==> src/sv/forf_pkg.sv <==
`default_nettype none
package forf_pkg;

  localparam int TABLE_DEPTH_DEFAULT = 64;
  localparam int COUNT_W = 7;
  localparam int INDEX_W = 6;
  localparam int COORD_W = 16;
  // edges are held wide enough that x + w never wraps
  localparam int EDGE_W = COORD_W + 2;
  // cell position compare width, covers depths up to 512 and counts up to 127
  localparam int POS_W = 9;

  typedef enum logic [0:0] {
    OP_LOAD  = 1'b0,
    OP_QUERY = 1'b1
  } op_t;

  typedef struct packed {
    op_t                        opcode;
    logic [INDEX_W-1:0]         entry_index;
    logic signed [COORD_W-1:0]  rect_x;
    logic signed [COORD_W-1:0]  rect_y;
    logic [COORD_W-1:0]         rect_w;
    logic [COORD_W-1:0]         rect_h;
  } req_t;

  typedef struct packed {
    logic               hit;
    logic [INDEX_W-1:0] hit_index;
  } rsp_t;

  // query transaction walking down the row of cells
  typedef struct packed {
    logic                      valid;
    logic                      empty;
    logic signed [EDGE_W-1:0]  left;
    logic signed [EDGE_W-1:0]  top;
    logic signed [EDGE_W-1:0]  right;
    logic signed [EDGE_W-1:0]  bottom;
    logic                      found;
    logic [INDEX_W-1:0]        idx;
  } token_t;

  // store strobe from the top to every cell
  typedef struct packed {
    logic               wr;
    logic [INDEX_W-1:0] index;
    logic signed [EDGE_W-1:0] left;
    logic signed [EDGE_W-1:0] top;
    logic signed [EDGE_W-1:0] right;
    logic signed [EDGE_W-1:0] bottom;
    logic               empty;
  } load_t;

endpackage
`default_nettype wire

==> src/sv/forf_cell.sv <==
`default_nettype none
module forf_cell
  import forf_pkg::*;
#(
  parameter int CELL_IDX = 0
) (
  input  wire logic               clk,
  input  wire logic               rst,
  input  wire logic [COUNT_W-1:0] count,
  input  wire load_t              load,
  input  wire token_t             tok_in,
  output token_t                  tok_out
);

  localparam logic [POS_W-1:0] CELL_POS = POS_W'(CELL_IDX);

  logic signed [EDGE_W-1:0] left;
  logic signed [EDGE_W-1:0] top;
  logic signed [EDGE_W-1:0] right;
  logic signed [EDGE_W-1:0] bottom;
  logic                     empty;

  logic   wr_here;
  logic   enabled;
  logic   overlap;
  token_t tok_next;

  assign wr_here = load.wr && (POS_W'(load.index) == CELL_POS);
  assign enabled = CELL_POS < POS_W'(count);

  // half-open edges on both axes
  assign overlap = !empty && !tok_in.empty
                && (tok_in.right > left) && (right > tok_in.left)
                && (tok_in.bottom > top) && (bottom > tok_in.top);

  always_comb begin
    tok_next = tok_in;
    if (tok_in.valid && !tok_in.found && enabled && overlap) begin
      tok_next.found = 1'b1;
      tok_next.idx   = CELL_POS[INDEX_W-1:0];
    end
  end

  always_ff @(posedge clk) begin
    if (rst) begin
      empty <= 1'b1;
    end else if (wr_here) begin
      empty <= load.empty;
    end
  end

  always_ff @(posedge clk) begin
    if (wr_here) begin
      left   <= load.left;
      top    <= load.top;
      right  <= load.right;
      bottom <= load.bottom;
    end
  end

  always_ff @(posedge clk) begin
    if (rst) begin
      tok_out.valid <= 1'b0;
    end else begin
      tok_out <= tok_next;
    end
  end

endmodule
`default_nettype wire

==> config.mk <==
export PLATFORM = sky130hd
export DESIGN_NAME = forf_cell
export DESIGN_NICKNAME = d
export VERILOG_FILES = /design/src/sv/forf_pkg.sv /design/src/sv/forf_cell.sv
export SDC_FILE = /design/constraint.sdc
export NUM_CORES = 1
export LEC_CHECK = 0
export BUFFER_PORTS_ARGS = -buffer_cell sky130_fd_sc_hd__buf_2
export CAP_MARGIN = 20
export CORE_MARGIN = 4
export CORE_UTILIZATION = 30
export CTS_BUF_LIST = sky130_fd_sc_hd__clkbuf_2
export CTS_CLUSTER_SIZE = 30
export DETAILED_ROUTE_END_ITERATION = 12
export PLACE_DENSITY = 0.6
export SYNTH_ARGS = -nofsm -noshare
export SYNTH_HDL_FRONTEND = slang
export SYNTH_SLANG_ARGS = --single-unit
==> constraint.sdc <==
create_clock -name clk -period 10.7 [get_ports clk]
set_input_delay 2.14 -clock clk [delete_from_list [all_inputs] [get_ports clk]]
set_output_delay 2.14 -clock clk [all_outputs]
set_load 0.05 [all_outputs]
==> results by group <==
Floorplan
  • Die area: 24400 um^2
  • Row count: 53
  • Initial core utilization: 30.9%
  • Io pins: 251
  • Die Wd: 156 um
  • DIE HEIGHT: 156 um
  • Core Area: 21300 um^2

Routing
  • Avg WL per Cell: 15.4 um
  • Vias: 4292
  • DRT iter0 DRCs: 137
  • Final WL: 15300 um
  • DR DRC count: 0
  • ANT nets after route: 0
  • Routed vias/inst: 4.34
  • Pre-antenna DRT Iters: 5

STA
  • Peak Freq: 270 MHz
  • Minimum clock period: 3.70 ns
  • Relative slew slack: 34.0%
  • PnR worst setup slack: 7.00 ns
  • Final setup vio count: 0
  • Clock Skew: 0.0321 ns
  • Least-Margin Pin Slew: 0.990 ns
  • RSZ-0062 raised after global routing: false
  • Final period util: 34.6%
  • Fin Setup TNS: 0 ns
  • Pins Over Slew Limit: 0
  • Fin. Hold Viols: 0

CTS
  • Post-CTS setup buffer count: 0
  • CTS tree: built
  • H-tree levels: 4
  • Clk Tree Root Cell: clkbuf_2
  • Bufs on Longest Clock Path: 2
  • Clock-pin transition on the worst setup and hold timing paths: 0.21 ns
  • Post-CTS sizing: 0
  • Hold buffers post-CTS: 0
  • Clock Sinks: 154
  • Clock Latency Late Sink: 0.69 ns
  • CTS buffer count: 17

Status
  • Outcome: complete, no violations

Placed design
  • Post-DP HPWL: 12000 um
  • Port Buffers: 250
  • Final GP Congestion: 0.709
  • Pre-CTS setup slack: 6.22 ns

Final layout
  • Most common cell after layout, fill and taps aside: buf_2
  • Nets@finish: 942
  • Layout cells sized above 1: 40.7%
  • Commonest cells after routing, fill and taps aside: 250 x buf_2, 152 x edfxtp_1, 73 x inv_1
  • P&R area growth vs syn: 28.6%

Worst setup path
  • Required time worst endpoint: 11.12 ns
  • Cell Chain, Critical Path: buf_2 > inv_1 > ha_1 > nand4_1 > nor3_2 > o211ai_1 > nand3_1 > mux2i_1 > nor4_4 > a21boi_0
  • Crit path kind: input pin to flop
  • Levels on crit path: 10
  • Startpoint type of the worst setup path: input pin
  • Worst path top cell family by delay: simple AND/OR/NAND/NOR gates
  • Buf/Inv on CP: 2
  • Reg2Reg Depth: 8
  • Max incr delay on CP: 0.46 ns
  • Crit-path slowest cell: nor4_4
  • Crit. End Element: flop
  • Critical path fanouts, max: 7
  • Arrival @ worst endpoint: 4.12 ns

Power
  • Leak Pwr: 3.81 nW
  • PwrDens: 146 nW/um^2
  • Total power: 0.00124 W
  • Maximum vdd drop: 0.0747 mV

Global routing
  • Total gr overflow: 0
  • Vias in the first global route: 4357
  • First-pass GRT wire length: 22700 um
  • Largest net degree at the start of global routing: 74
  • Initial antenna violation count: 2
  • Gr usage total: 12.3%

Logic synthesis
  • Syn nets: 671
  • Cell variety after synth: 35
  • Avg Inst Size Synth: 15.3 um^2
  • Register area share after synthesis: 70.0%
  • Synth Cell Area: 6580 um^2
  • Seq cells post-synth: 154
  • Synth warn: 0
  • Mapped Cells: 429

Worst hold path
  • Hold Crit Depth: 2
  • Hold Crit Class: flop to flop

Flow run
  • Max-cap violations: 0
==> worst min-delay path, cell delays in order, from the launching register on <==
cell and delay, ns:
dfxtp_1 0.39, mux2i_1 0.07, nand2_1 0.06
==> synth_stat cells, drive strengths merged <==
master	number	area share, %
a41oi	1	0.13
a221oi	2	0.27
and4	3	0.40
nor2b	5	0.48
o21ai	12	0.97
nor2	5	0.29
or4b	1	0.15
ha	72	14
nor4	3	0.51
nand3b	1	0.11
a21o	11	1.3
nor3	5	0.46
o31a	2	0.27
o41ai	1	0.13
dfxtp	2	0.61
nand4	11	1.0
and3	1	0.095
or4	1	0.11
a21boi	6	0.69
a22oi	1	0.11
a21oi	25	1.9
inv	74	4.2
mux2i	3	0.46
mux2	1	0.17
a211oi	1	0.11
a31oi	1	0.095
nor4b	1	0.13
o211ai	1	0.11
edfxtp	152	69
nand3	10	0.76
nand2	14	0.80
==> flip-flops by register name, summed over array words and instances, names as in the netlist <==
signal / cells
bottom: 18
empty: 1
left: 18
right: 18
tok_out: 81
top: 18
==> metal layers <==
metal,vias to the layer above,GRT usage (%),wire length (um)
met5,-,0,27
met4,4,3.75,157
met3,15,4.63,1350
met2,155,20.6,7340
met1,1978,14.8,6380
li1,2140,-,-
==> cell type report <==
cell class	count	area (um^2)
inverter	74	279
antenna	1	2.50
multi-input combinational	201	1700
tap	275	344
clock buffer	17	85.1
sequential	154	4600
clock inverter	15	173
timing repair buffer	252	1270
fill	2079	12800
==> cell families after synthesis <==
group | share of synthesized area (%)
buffers and inverters | 4.22
AND/OR/NAND/NOR | 5.35
multiplexers | 0.628
flip-flops | 70.0
adder cells (fa/ha/maj) | 13.7
AO/OA/AOI/OAI | 6.07
==> final timing paths <==
kind / startpoint / endpoint / slack [ns]
setup / recovery: tok_in[78] / tok_out[1] / 7.00
hold / removal: empty / empty / 0.52
setup reg to reg: right[17] / tok_out[1] / 8.15
hold reg to reg: empty / empty / 0.52
==> where the power goes <==
| group | leakage, nW | internal (W) | switching (W) | total (W) |
|---|---|---|---|---|
| Clock | 0.142 | 0.000130 | 0.000222 | 0.000352 |
| Sequential | 1.45 | 0.000691 | 0.00000547 | 0.000696 |
| Combinational | 2.22 | 0.0000537 | 0.000134 | 0.000187 |
| Total | 3.81 | 0.000875 | 0.000361 | 0.00124 |
==> metrics by stage <==
stage                     hold slack [ns]  utilization (%)  instances  area, um^2
after floorplan                     0.443                -        429        6580
after global placement              0.455             38.5        956        8190
after detailed placement            0.465             38.5        956        8190
after CTS                           0.517             39.7        988        8450
after global routing                0.528             39.7        988        8450
final                               0.522             39.7        989        8450
Power figures use the tool's default switching activity.
